===== src/sv/mer_pkg.sv =====
// Shared types and constants of the midpoint ellipse rasterizer.
// Used by mer_setup and midpoint_ellipse_rasterizer_unit; depends on nothing.
package mer_pkg;

  localparam int unsigned COORD_W = 8;
  localparam int unsigned SQ_W    = 16;
  localparam int unsigned TWICE_W = 18;
  localparam int unsigned ACC_W   = 40;
  localparam int unsigned SPAN_W  = 9;
  localparam int unsigned QUAD_W  = 4;
  localparam int unsigned IN_DATA_W  = 40;
  localparam int unsigned OUT_DATA_W = 48;

  // Item kinds carried in the input tuser bit.
  localparam logic KIND_START   = 1'b0;
  localparam logic KIND_ADVANCE = 1'b1;

  typedef enum logic [1:0] {
    PH_IDLE = 2'd0,
    PH_ONE  = 2'd1,
    PH_TWO  = 2'd2
  } phase_t;

  typedef enum logic [2:0] {
    ST_IDLE,
    ST_SETUP,
    ST_LOAD,
    ST_STEP_A,
    ST_STEP_B,
    ST_STEP_C,
    ST_STEP_D,
    ST_EMIT
  } state_t;

  typedef enum logic [2:0] {
    MS_IDLE,
    MS_RX_SQ,
    MS_RY_SQ,
    MS_STOP_X,
    MS_X_CHANGE,
    MS_Y_CHANGE,
    MS_STOP_Y
  } mul_step_t;

  // Products worked out once per ellipse for the start of both regions.
  typedef struct packed {
    logic [SQ_W-1:0]         rx_sq;
    logic [SQ_W-1:0]         ry_sq;
    logic signed [ACC_W-1:0] stop_x_one;
    logic signed [ACC_W-1:0] x_change_one;
    logic signed [ACC_W-1:0] y_change_two;
    logic signed [ACC_W-1:0] stop_y_two;
  } setup_res_t;

endpackage


===== src/sv/midpoint_ellipse_rasterizer_unit.sv =====
// Top level of the midpoint ellipse rasterizer: handshake, walk state and output register.
// Depends on mer_pkg and mer_setup.
//
// Usage. Items arrive as beats on the in_ channel; in_tuser says whether a beat starts
// a new ellipse (centre, radii, quadrant mask and mode in in_tdata) or advances to the
// next point. Each start and each advance of a running ellipse gives one beat on the
// out_ channel with the mirrored x and y coordinates and the span length; out_tlast
// marks the final point. An advance while no ellipse runs is taken and gives nothing.
// A start runs through the shared setup multiplier, the load state and the walk
// states STEP_A to STEP_D before its result is registered. An advance runs only the
// walk states, the chain of dependent 40-bit adds and compares of one walk step
// (update, error test, conditional update, region test); in_tready is high again
// as the result appears. The block takes no new beat while it works on one.
// Reset leaves the block idle with no ellipse and an empty output register.
// When the receiver stalls, the finished beat stays in the output register; the
// next item is still taken, and its own result waits until that register is free.
module midpoint_ellipse_rasterizer_unit (
  input  logic                              clk,
  input  logic                              rst_n,
  input  logic                              in_tvalid,
  output logic                              in_tready,
  // center_x[7:0], center_y[15:8], radius_x[23:16], radius_y[31:24],
  // quadrant_select[35:32], fill_mode[36], zero[39:37]
  input  logic [mer_pkg::IN_DATA_W-1:0]     in_tdata,
  // kind[0]
  input  logic                              in_tuser,
  output logic                              out_tvalid,
  input  logic                              out_tready,
  // right_x[7:0], left_x[15:8], top_y[23:16], bottom_y[31:24],
  // span_length[40:32], quadrants_out[44:41], zero[47:45]
  output logic [mer_pkg::OUT_DATA_W-1:0]    out_tdata,
  // fill_out[0]
  output logic                              out_tuser,
  output logic                              out_tlast
);

  localparam int unsigned CW = mer_pkg::COORD_W;
  localparam int unsigned AW = mer_pkg::ACC_W;
  localparam int unsigned TW = mer_pkg::TWICE_W;

  mer_pkg::state_t     state_r, state_nxt;
  mer_pkg::phase_t     phase_r, phase_nxt;
  mer_pkg::setup_res_t setup_res;
  logic                setup_done;
  logic                setup_start;

  // Saved start parameters.
  logic [CW-1:0]                 cx_r, cy_r, rx_r, ry_r;
  logic [mer_pkg::QUAD_W-1:0]    quad_r;
  logic                          fill_r;

  // Walk state.
  logic [CW-1:0]         px_r, px_nxt, py_r, py_nxt;
  logic [CW-1:0]         px_hold_r, px_hold_nxt, py_hold_r, py_hold_nxt;
  logic signed [AW-1:0]  err_r, err_nxt, xc_r, xc_nxt, yc_r, yc_nxt;
  logic signed [AW-1:0]  stop_x_r, stop_x_nxt, stop_y_r, stop_y_nxt;
  logic [TW-1:0]         trx_r, trx_nxt, try_r, try_nxt;
  logic                  test_r, test_nxt;
  logic                  last_hold_r, last_hold_nxt;

  logic [AW-1:0]         trx_ext, try_ext;
  logic signed [AW-1:0]  test_sel;
  logic [AW:0]           test_sum;
  logic                  radii_zero;
  logic                  in_accept;
  logic                  do_step_a;
  logic                  load_out;
  logic                  last_now;
  logic                  out_last_src;

  // Output register.
  logic                         out_valid_r;
  logic [mer_pkg::OUT_DATA_W-1:0] out_data_r, out_data_nxt;
  logic                         out_fill_r;
  logic                         out_last_r;

  logic [CW-1:0]                right_x, left_x, top_y, bottom_y;
  logic [mer_pkg::SPAN_W-1:0]   span_length;

  mer_setup u_setup (
    .clk      (clk),
    .rst_n    (rst_n),
    .start    (setup_start),
    .radius_x (rx_r),
    .radius_y (ry_r),
    .done     (setup_done),
    .res      (setup_res)
  );

  assign in_tready  = (state_r == mer_pkg::ST_IDLE);
  assign in_accept  = in_tvalid && in_tready;
  assign radii_zero = (rx_r == '0) && (ry_r == '0);
  assign trx_ext    = {{(AW-TW){1'b0}}, trx_r};
  assign try_ext    = {{(AW-TW){1'b0}}, try_r};

  // Error test of a walk step: 2 * error + x change (first region) or y change (second region) > 0.
  assign test_sel = (phase_r == mer_pkg::PH_ONE) ? xc_r : yc_r;
  assign test_sum = {err_r, 1'b0} + {test_sel[AW-1], test_sel};

  always_ff @(posedge clk) begin
    if (!rst_n) begin
      state_r     <= mer_pkg::ST_IDLE;
      phase_r     <= mer_pkg::PH_IDLE;
      out_valid_r <= 1'b0;
    end else begin
      state_r <= state_nxt;
      phase_r <= phase_nxt;
      if (load_out) begin
        out_valid_r <= 1'b1;
      end else if (out_tready) begin
        out_valid_r <= 1'b0;
      end
    end
  end

  always_ff @(posedge clk) begin
    if (in_accept && (in_tuser == mer_pkg::KIND_START)) begin
      cx_r   <= in_tdata[7:0];
      cy_r   <= in_tdata[15:8];
      rx_r   <= in_tdata[23:16];
      ry_r   <= in_tdata[31:24];
      quad_r <= in_tdata[35:32];
      fill_r <= in_tdata[36];
    end
    px_r        <= px_nxt;
    py_r        <= py_nxt;
    px_hold_r   <= px_hold_nxt;
    py_hold_r   <= py_hold_nxt;
    err_r       <= err_nxt;
    xc_r        <= xc_nxt;
    yc_r        <= yc_nxt;
    stop_x_r    <= stop_x_nxt;
    stop_y_r    <= stop_y_nxt;
    trx_r       <= trx_nxt;
    try_r       <= try_nxt;
    test_r      <= test_nxt;
    last_hold_r <= last_hold_nxt;
    if (load_out) begin
      out_data_r <= out_data_nxt;
      out_fill_r <= fill_r;
      out_last_r <= out_last_src;
    end
  end

  always_comb begin
    state_nxt     = state_r;
    phase_nxt     = phase_r;
    setup_start   = 1'b0;
    do_step_a     = 1'b0;
    load_out      = 1'b0;
    last_now      = 1'b0;
    px_nxt        = px_r;
    py_nxt        = py_r;
    px_hold_nxt   = px_hold_r;
    py_hold_nxt   = py_hold_r;
    err_nxt       = err_r;
    xc_nxt        = xc_r;
    yc_nxt        = yc_r;
    stop_x_nxt    = stop_x_r;
    stop_y_nxt    = stop_y_r;
    trx_nxt       = trx_r;
    try_nxt       = try_r;
    test_nxt      = test_r;
    last_hold_nxt = last_hold_r;

    unique case (state_r)
      mer_pkg::ST_IDLE: begin
        if (in_accept) begin
          if (in_tuser == mer_pkg::KIND_START) begin
            setup_start = 1'b1;
            state_nxt   = mer_pkg::ST_SETUP;
          end else if (phase_r != mer_pkg::PH_IDLE) begin
            // The first walk cycle runs on the edge that takes the advance beat.
            do_step_a = 1'b1;
            state_nxt = mer_pkg::ST_STEP_B;
          end
        end
      end
      mer_pkg::ST_SETUP: begin
        if (setup_done) begin
          state_nxt = mer_pkg::ST_LOAD;
        end
      end
      mer_pkg::ST_LOAD: begin
        px_nxt     = rx_r;
        py_nxt     = '0;
        xc_nxt     = setup_res.x_change_one;
        yc_nxt     = {{(AW-mer_pkg::SQ_W){1'b0}}, setup_res.rx_sq};
        err_nxt    = '0;
        stop_x_nxt = setup_res.stop_x_one;
        stop_y_nxt = '0;
        trx_nxt    = {1'b0, setup_res.rx_sq, 1'b0};
        try_nxt    = {1'b0, setup_res.ry_sq, 1'b0};
        phase_nxt  = mer_pkg::PH_ONE;
        state_nxt  = mer_pkg::ST_STEP_A;
      end
      mer_pkg::ST_STEP_A: begin
        do_step_a = 1'b1;
        state_nxt = mer_pkg::ST_STEP_B;
      end
      mer_pkg::ST_STEP_B: begin
        test_nxt  = !test_sum[AW] && (test_sum != '0);
        state_nxt = mer_pkg::ST_STEP_C;
      end
      mer_pkg::ST_STEP_C: begin
        if (test_r) begin
          if (phase_r == mer_pkg::PH_ONE) begin
            px_nxt     = px_r - 1'b1;
            stop_x_nxt = stop_x_r - try_ext;
            err_nxt    = err_r + xc_r;
            xc_nxt     = xc_r + try_ext;
          end else begin
            py_nxt     = py_r - 1'b1;
            stop_y_nxt = stop_y_r - trx_ext;
            err_nxt    = err_r + yc_r;
            yc_nxt     = yc_r + trx_ext;
          end
        end
        state_nxt = mer_pkg::ST_STEP_D;
      end
      mer_pkg::ST_STEP_D: begin
        if (phase_r == mer_pkg::PH_ONE) begin
          if (radii_zero || (stop_x_r < stop_y_r)) begin
            // Second region: x from zero up, y from the vertical radius down.
            px_nxt     = '0;
            py_nxt     = ry_r;
            xc_nxt     = {{(AW-mer_pkg::SQ_W){1'b0}}, setup_res.ry_sq};
            yc_nxt     = setup_res.y_change_two;
            err_nxt    = '0;
            stop_x_nxt = '0;
            stop_y_nxt = setup_res.stop_y_two;
            phase_nxt  = mer_pkg::PH_TWO;
          end
        end else if (radii_zero || (stop_x_r > stop_y_r)) begin
          last_now  = 1'b1;
          phase_nxt = mer_pkg::PH_IDLE;
        end
        last_hold_nxt = last_now;
        if (!out_valid_r || out_tready) begin
          load_out  = 1'b1;
          state_nxt = mer_pkg::ST_IDLE;
        end else begin
          state_nxt = mer_pkg::ST_EMIT;
        end
      end
      mer_pkg::ST_EMIT: begin
        if (!out_valid_r || out_tready) begin
          load_out  = 1'b1;
          state_nxt = mer_pkg::ST_IDLE;
        end
      end
      default: begin
        state_nxt = mer_pkg::ST_IDLE;
      end
    endcase

    if (do_step_a) begin
      px_hold_nxt = px_r;
      py_hold_nxt = py_r;
      if (phase_r == mer_pkg::PH_ONE) begin
        py_nxt     = py_r + 1'b1;
        stop_y_nxt = stop_y_r + trx_ext;
        err_nxt    = err_r + yc_r;
        yc_nxt     = yc_r + trx_ext;
      end else begin
        px_nxt     = px_r + 1'b1;
        stop_x_nxt = stop_x_r + try_ext;
        err_nxt    = err_r + xc_r;
        xc_nxt     = xc_r + try_ext;
      end
    end
  end

  assign out_last_src = (state_r == mer_pkg::ST_STEP_D) ? last_now : last_hold_r;

  // Point coordinates mirrored about the centre (in fill mode the bottom y is the centre row); all wrap modulo 256.
  assign right_x     = cx_r + px_hold_r;
  assign left_x      = cx_r - px_hold_r;
  assign top_y       = cy_r - py_hold_r;
  assign bottom_y    = fill_r ? cy_r : (cy_r + py_hold_r);
  assign span_length = {1'b0, py_hold_r} + 9'd1;

  assign out_data_nxt = {3'b000, quad_r, span_length, bottom_y, top_y, left_x, right_x};

  assign out_tvalid = out_valid_r;
  assign out_tdata  = out_data_r;
  assign out_tuser  = out_fill_r;
  assign out_tlast  = out_last_r;

endmodule


===== src/sv/mer_setup.sv =====
// Setup sequencer: one shared signed multiplier works out the squared radii and
// the start values of both regions in turn. Depends on mer_pkg.
module mer_setup (
  input  logic                            clk,
  input  logic                            rst_n,
  input  logic                            start,
  input  logic [mer_pkg::COORD_W-1:0]     radius_x,
  input  logic [mer_pkg::COORD_W-1:0]     radius_y,
  output logic                            done,
  output mer_pkg::setup_res_t             res
);

  mer_pkg::mul_step_t step_r, step_nxt;

  logic signed [9:0]  mul_a;
  logic signed [16:0] mul_b;
  logic signed [26:0] prod;

  logic [mer_pkg::SQ_W-1:0]         rx_sq_r, ry_sq_r;
  logic signed [mer_pkg::ACC_W-1:0] stop_x_one_r, x_change_one_r;
  logic signed [mer_pkg::ACC_W-1:0] y_change_two_r, stop_y_two_r;

  always_ff @(posedge clk) begin
    if (!rst_n) begin
      step_r <= mer_pkg::MS_IDLE;
    end else begin
      step_r <= step_nxt;
    end
  end

  always_comb begin
    step_nxt = step_r;
    mul_a    = '0;
    mul_b    = '0;
    unique case (step_r)
      mer_pkg::MS_IDLE: begin
        if (start) begin
          step_nxt = mer_pkg::MS_RX_SQ;
        end
      end
      mer_pkg::MS_RX_SQ: begin
        mul_a    = $signed({2'b00, radius_x});
        mul_b    = $signed({9'd0, radius_x});
        step_nxt = mer_pkg::MS_RY_SQ;
      end
      mer_pkg::MS_RY_SQ: begin
        mul_a    = $signed({2'b00, radius_y});
        mul_b    = $signed({9'd0, radius_y});
        step_nxt = mer_pkg::MS_STOP_X;
      end
      mer_pkg::MS_STOP_X: begin
        mul_a    = $signed({2'b00, radius_x});
        mul_b    = $signed({1'b0, ry_sq_r});
        step_nxt = mer_pkg::MS_X_CHANGE;
      end
      mer_pkg::MS_X_CHANGE: begin
        // 1 - 2 * rx as a signed factor.
        mul_a    = 10'sd1 - $signed({1'b0, radius_x, 1'b0});
        mul_b    = $signed({1'b0, ry_sq_r});
        step_nxt = mer_pkg::MS_Y_CHANGE;
      end
      mer_pkg::MS_Y_CHANGE: begin
        mul_a    = 10'sd1 - $signed({1'b0, radius_y, 1'b0});
        mul_b    = $signed({1'b0, rx_sq_r});
        step_nxt = mer_pkg::MS_STOP_Y;
      end
      mer_pkg::MS_STOP_Y: begin
        mul_a    = $signed({2'b00, radius_y});
        mul_b    = $signed({1'b0, rx_sq_r});
        step_nxt = mer_pkg::MS_IDLE;
      end
      default: begin
        step_nxt = mer_pkg::MS_IDLE;
      end
    endcase
  end

  assign prod = mul_a * mul_b;

  always_ff @(posedge clk) begin
    unique case (step_r)
      mer_pkg::MS_RX_SQ:    rx_sq_r        <= prod[mer_pkg::SQ_W-1:0];
      mer_pkg::MS_RY_SQ:    ry_sq_r        <= prod[mer_pkg::SQ_W-1:0];
      mer_pkg::MS_STOP_X:   stop_x_one_r   <= {{12{prod[26]}}, prod, 1'b0};
      mer_pkg::MS_X_CHANGE: x_change_one_r <= {{13{prod[26]}}, prod};
      mer_pkg::MS_Y_CHANGE: y_change_two_r <= {{13{prod[26]}}, prod};
      mer_pkg::MS_STOP_Y:   stop_y_two_r   <= {{12{prod[26]}}, prod, 1'b0};
      default: begin
      end
    endcase
  end

  assign done             = (step_r == mer_pkg::MS_STOP_Y);
  assign res.rx_sq        = rx_sq_r;
  assign res.ry_sq        = ry_sq_r;
  assign res.stop_x_one   = stop_x_one_r;
  assign res.x_change_one = x_change_one_r;
  assign res.y_change_two = y_change_two_r;
  assign res.stop_y_two   = stop_y_two_r;

endmodule

===== config.mk =====
export PLATFORM = sky130hd
export DESIGN_NAME = midpoint_ellipse_rasterizer_unit
export DESIGN_NICKNAME = d
export VERILOG_FILES = /design/src/sv/mer_pkg.sv /design/src/sv/midpoint_ellipse_rasterizer_unit.sv /design/src/sv/mer_setup.sv
export SDC_FILE = /design/constraint.sdc
export NUM_CORES = 2
export LEC_CHECK = 0
export ABC_AREA = 1
export BUFFER_PORTS_ARGS = -buffer_cell sky130_fd_sc_hd__buf_2
export CAP_MARGIN = 20
export CORE_ASPECT_RATIO = 1.2
export CORE_MARGIN = 10
export CORE_UTILIZATION = 60
export CTS_CLUSTER_SIZE = 14
export DETAILED_ROUTE_END_ITERATION = 6
export PLACE_DENSITY = 0.76
export SLEW_MARGIN = 20
export SYNTH_ARGS = -nofsm -noshare
export SYNTH_HDL_FRONTEND = slang
export SYNTH_HIERARCHICAL = 1
export SYNTH_SLANG_ARGS = --single-unit

===== constraint.sdc =====
create_clock -name clk -period 7.8 [get_ports clk]
set_input_delay 1.56 -clock clk [delete_from_list [all_inputs] [get_ports clk]]
set_output_delay 1.56 -clock clk [all_outputs]
set_load 0.005 [all_outputs]

# == Word-level counts from Yosys, hierarchy flattened ==
# Index checks and enable logic that the tools add are counted.
# totals
reg_bits,499
wordCells,186
inputBits,45
output_inout_bits,52
# op_classes
muxes,80
magnitude_cmp,2
mul,1
reduce_logical,26
eq_ne,24
bitwise,1
addsub,20
# op_table
operator,n
2-to-1 mux 40 bit,31
one-hot mux 40 bit (3 select lines),5
adder 40 x 17 -> 40 bit,4
2-to-1 mux 8 bit,13
adder 40 bit,2
subtractor 40 x 17 -> 40 bit,2
one-hot mux 16 bit (4 select lines),1
one-hot mux 8 bit (3 select lines),2
adder 41 bit,1
nonzero test 41 bit,1
> comparator 40 bit,1
less-than comparator 40 bit,1
one-hot mux 10 bit (4 select lines),1
multiplier 10 x 17 -> 27 bit,1
one-hot mux 3 bit (8 select lines),1
"equality test 3 bit, second input constant",7
2-to-1 mux 3 bit,7
"subtractor 1 x 9 -> 10 bit, first input constant",2
one-hot mux 3 bit (6 select lines),1
"adder 8 x 1 -> 8 bit, second input constant",2
adder 8 bit,2
zero test 8 bit,2
"subtractor 8 x 1 -> 8 bit, second input constant",2
subtractor 8 bit,2
22 further kinds,60

# == Logic depth before layout (Yosys ltp) ==
# depth
word_depth,8
ltp_mapped,31
depth_no_buf,30

# == By module ==
# The synthesis kept the hierarchy.
# by_module_without_submodules
mod,area_per_inst_um2,n_inst,seq_area_each_um2,cells_each
midpoint_ellipse_rasterizer_unit,38936.1,1,8868.5,6415
mer_setup,11611.1,1,4264.1,1251

# == Worst setup path after synthesis ==
# Ideal clock, no wire load.
# synth_timing
path_kind,reg2reg
from,reg u_setup.step_r[1]
to,reg u_setup/rx_sq_r[15] (netlist name) (data pin)
path_stages_with_launch,25
slack_ns,1.796
period_less_slack_ns,6.004
n_path_buf,0
arrival_time_ns,5.730
cell_sequence,dfxtp_1 -> inv_2 -> nand3_2 -> clkinv_1 -> nand3_1 -> nand3_1 -> inv_1 -> nor2_1 -> fa_1 -> fa_1 -> inv_1 -> fa_1 -> inv_1 -> fa_1 -> inv_1 -> fa_1 -> inv_1 -> ha_1 -> nand2_1 -> inv_1 -> nand2_1 -> o21ai_0 -> nand2_1 -> nand3_1 -> nand2_1
# synth_via
elab_chain_len,4
word_cells_on_any_way,13
cone_classes,mul: 1; eq/ne: 6; mux: 2; reduce/logical: 4
# synth_rtl
element,line,text
from (decl),mer_setup.sv:13,"mer_pkg::mul_step_t step_r, step_nxt;"
from (signal assigned),mer_setup.sv:25,step_r <= mer_pkg::MS_IDLE;
from (signal assigned),mer_setup.sv:27,step_r <= step_nxt;
equality test 3 bit (tied with other cells),mer_setup.sv:35,unique case (step_r)
OR reduction 2 bit (no line),n/a,
one-hot mux 10 bit (4 select lines) or one-hot mux 16 bit (4 select lines) (tied branches),mer_setup.sv:35,
multiplier 10 x 17 -> 27 bit (*),mer_setup.sv:78,assign prod = mul_a * mul_b;
via u_setup.prod[15],mer_setup.sv:17,logic signed [26:0] prod;
to (signal assigned),mer_setup.sv:82,mer_pkg::MS_RX_SQ: rx_sq_r <= prod[mer_pkg::SQ_W-1:0];
to (decl),mer_setup.sv:19,"logic [mer_pkg::SQ_W-1:0] rx_sq_r, ry_sq_r;"
# The timed path passes the listed nets; every way through them passes the cells marked *.
# A chain may end at the register's enable or synchronous reset.

# == Worst setup path in the final report ==
# layout_timing
from,reg rx_r[1]
to,reg u_setup/stop_x_one_r[22] (netlist name) (data pin)
# layout_via
elab_chain_len,3
word_cells_on_any_way,4
cone_classes,add/sub: 1; mul: 1; mux: 2
# layout_rtl
element,line,text
from (decl),midpoint_ellipse_rasterizer_unit.sv:48,"logic [CW-1:0] cx_r, cy_r, rx_r, ry_r;"
from (signal assigned),midpoint_ellipse_rasterizer_unit.sv:120,rx_r <= in_tdata[23:16];
subtractor 1 x 9 -> 10 bit,mer_setup.sv:58,"mul_a = 10'sd1 - $signed({1'b0, radius_x, 1'b0});"
one-hot mux 10 bit (4 select lines),mer_setup.sv:35,
multiplier 10 x 17 -> 27 bit (*),mer_setup.sv:78,
via u_setup.prod[21],mer_setup.sv:17,
to (signal assigned),mer_setup.sv:84,"mer_pkg::MS_STOP_X: stop_x_one_r <= {{12{prod[26]}}, prod, 1'b0};"
to (decl),mer_setup.sv:20,"logic signed [mer_pkg::ACC_W-1:0] stop_x_one_r, x_change_one_r;"
# Marked as above.

==> flow_summary_export.csv <==
group,metric,value,unit
grt,grt_pass1_vias,48500,
die,io_pins,97,
synthesis,synth.most_common_cell,"nand2_1",
layout,postLayoutCellArea,53500,um2
route,viasPerCell,6.04,
route,dr_total_vias,52900,
timing,period_needed,7.14,ns
synthesis,yosys_warnings,6,
pwr,p_per_area,409,nW/um2
outcome,failed_checks,"design-rule violations",
route,drt-initial-drc-count,6482,
placed_design,gp_congestion,1.08,
synthesis,synth_common_cells,"nand2_1 (2116), inv_1 (1133), a21oi_1 (646)",
grt,track_usage,0.385,
pwr,p_int,9.51,mW
synthesis,ys_seq_area_frac,0.260,
pwr,power.leakage,25.8,nW
synthesis,synth_top_area_frac,0.188,
clock_tree,root_buffer,"clkbuf_16",
clock_tree,post_cts_resize_count,0,
timing,slew_headroom,0.199,
setup_path,r2r_setup_slack,0.66,ns
clock_tree,cts_setup_buffers,0,
layout,nNetsFinal,8120,
clock_tree,cts_buffers,55,
pwr,p_sw,12.4,mW
timing,grt_setup_unrepaired,"no",
grt,antenna_found_initial,14,
die,die_w,285,um
clock_tree,clkSinkCount,498,
synthesis,yosysTopAreaCell,"edfxtp_1",
pwr,power.share.clock,0.134,
die,die_area,96300,um2
setup_path,cp-start-kind,"flip-flop",
setup_path,reg2reg_to,"u_setup/stop_x_one_r[22]",
pwr,comb_power_share,0.623,
synthesis,ys.flop_type,"edfxtp_1",
timing,skew,0.0483,ns
synthesis,synth_area,50500,um2
timing,setup_viol,0,
min_path,min_from,"quad_r[3]",
min_path,min_to,"out_tdata[44]",
route,firstDrtPassIters,7,
synthesis,synth_area_leaders,"edfxtp_1 (19%), nand2_1 (16%), ha_1 (9.1%)",
timing,fin_setup_tns,0,ns
setup_path,r2r-start,"rx_r[1]",
setup_path,end_kind,"flip-flop",
clock_tree,clock_latency,0.67,ns
synthesis,synthCells,7666,
layout,fillers,7896,
setup_path,r2r_cells,24,
setup_path,crit_type,"flip-flop to flip-flop",
die,start_util,0.606,
synthesis,syn_area_per_cell,6.59,um2
die,fp-row-count,116,
die,core,83500,um2
layout,drive_gt1_frac,0.0480,
synthesis,async_reset_ff_frac,0,
pwr,seqPwrFrac,0.243,
timing,fin_hold_ws,0.430,ns
grt,grt_pass1_wl,286,mm
synthesis,synth_cell_types,70,
placed_design,port_buffers,90,
synthesis,synth_seq_cells,498,
route,final_antenna_net_count,0,
setup_path,crit_fanout,11,
setup_path,required,8.00,ns
outcome,outcome,"finished with violations",
timing,fmax,140,MHz
clock_tree,htree_levels,2,
pwr,vdd_drop_max,0.295,mV
timing,slew_violations,0,
grt,grt_overflow,0,
clock_tree,cts.path.max_buffers,3,
min_path,min_delay_path_depth,0,
layout,syn_to_final_growth,5.83,%
min_path,hp-class,"flip-flop to flip-flop",
die,die_height,338,um
placed_design,dpl-instance-area,51500,um2
clock_tree,clkTransAtPathRegs,0.06,ns
synthesis,synth_enable_flop_cells,316,
pwr,swShare,0.566,
setup_path,crit_arrival,7.34,ns
route,routed_wl,193,mm
timing,min_period_over_period,0.915,
timing,setup_slack,0.660,ns
grt,grt_max_degree,126,
timing,worstMarginPinSlew,1.20,ns
placed_design,hpwl,148,mm
clock_tree,cts_hold_buffers,0,
timing,hold_viol_final,0,
route,post_drt_wl_per_cell,22.0,um
flow_run,max-cap-violations,0,
route,drc_errors,10,
layout,utilization,0.641,
placed_design,post-place-ws,0.902,ns
clock_tree,tritoncts,"yes",
## final cells by class
type	instances	area (um2)	area share
inverters	1161	4370	0.0816
clock buffers	68	1490	0.0278
clock inverters	36	504	0.00943
repair buffers	137	816	0.0152
multi-input cells	5732	31800	0.594
diodes	6	15.0	0.000281
flip-flops and latches	498	13100	0.245
well taps	1121	1400	0.0262
## registers in the layout (all words and copies together) (netlist names), 27 cells and up
register                cells
out_tdata                  44
err_r                      40
stop_x_r                   40
stop_y_r                   40
xc_r                       40
yc_r                       40
u_setup/stop_x_one_r       27
u_setup/stop_y_two_r       27
u_setup/x_change_one_r     27
u_setup/y_change_two_r     27
## layer usage
layer / wire length, um / track usage
met4: 19900 / 0.336
met3: 19700 / 0.0748
met5: 29 / 0
met1: 69300 / 0.449
met2: 84000 / 0.605
## worst max-delay path: stages (launching register included)
cell	delay, ns
edfxtp_1	0.55
inv_1	0.21
ha_1	0.19
inv_1	0.04
nor2_1	0.23
nand4_1	0.17
o21ai_0	0.18
nand2_1	0.09
inv_1	0.38
nor2_1	0.13
fa_1	0.53
fa_1	0.54
fa_1	0.55
fa_1	0.55
inv_1	0.06
fa_1	0.54
inv_1	0.05
ha_1	0.36
nand2_1	0.10
nor2_1	0.33
nand3_1	0.12
nand3_1	0.17
nand2_1	0.10
nand3_1	0.08
nand2_1	0.40
## power by group through the flow
stage | Clock (mW) | Sequential [mW] | Combinational (mW)
global route | 3.03 | 5.29 | 15.1
detailed placement | 0 | 5.27 | 13.1
finish | 2.92 | 5.33 | 13.6
CTS | 2.92 | 5.21 | 13.2
global placement | 0 | 5.25 | 12.9
floorplan | 0 | 4.29 | 9.77
## cells in the final DEF (no fill, tap or decap), types with 12 or more instances in the layout
master,n
buf_4,46
dfxtp_1,182
o21ai_1,22
xnor2_1,34
nand4_1,107
nor4_1,24
a21oi_1,646
buf_2,90
nand2_2,12
a31oi_1,27
o211ai_1,30
o22ai_1,16
nand2_1,2115
clkinv_1,13
fa_1,124
nor2_1,595
inv_1,1129
o21bai_1,40
nand3_1,624
o21ai_0,417
nand3b_1,71
edfxtp_1,316
a211oi_1,12
a22oi_1,30
xor2_1,102
ha_1,366
nor3_1,103
or2_2,53
a21o_1,32
inv_2,16
clkbuf_16,56
## metrics by stage
| step | total power [mW] | instances |
|---|---|---|
| after floorplan | 14.1 | 7669 |
| after global routing | 23.4 | 8753 |
| after global placement | 18.2 | 8649 |
| after CTS | 21.4 | 8753 |
| after detailed placement | 18.4 | 8649 |
| final | 21.9 | 8759 |
## cell families after synthesis
family / after synthesis / share of synthesized area
compound gates: 1347 / 0.148
flops: 498 / 0.260
buf+inv: 1439 / 0.113
xor+xnor: 136 / 0.0236
fa+ha+maj: 490 / 0.140
simple gates: 3754 / 0.315
other cells: 2 / 0.000149
## worst max path at each step
stage / from / end / slack, ns / depth (start not counted)
after floorplan: u_setup/step_r[1] / u_setup/rx_sq_r[15] / 1.80 / 24
after detailed placement: rx_r[1] / u_setup/y_change_two_r[21] / 0.90 / 24
after CTS: rx_r[1] / u_setup/stop_x_one_r[22] / 0.84 / 24
after global routing: rx_r[1] / u_setup/stop_x_one_r[26] / 0.33 / 24
after global placement: u_setup/step_r[2] / u_setup/y_change_two_r[19] / 0.97 / 24
final: rx_r[1] / u_setup/stop_x_one_r[22] / 0.66 / 24
Note: power is estimated with default switching activity, not from simulation.
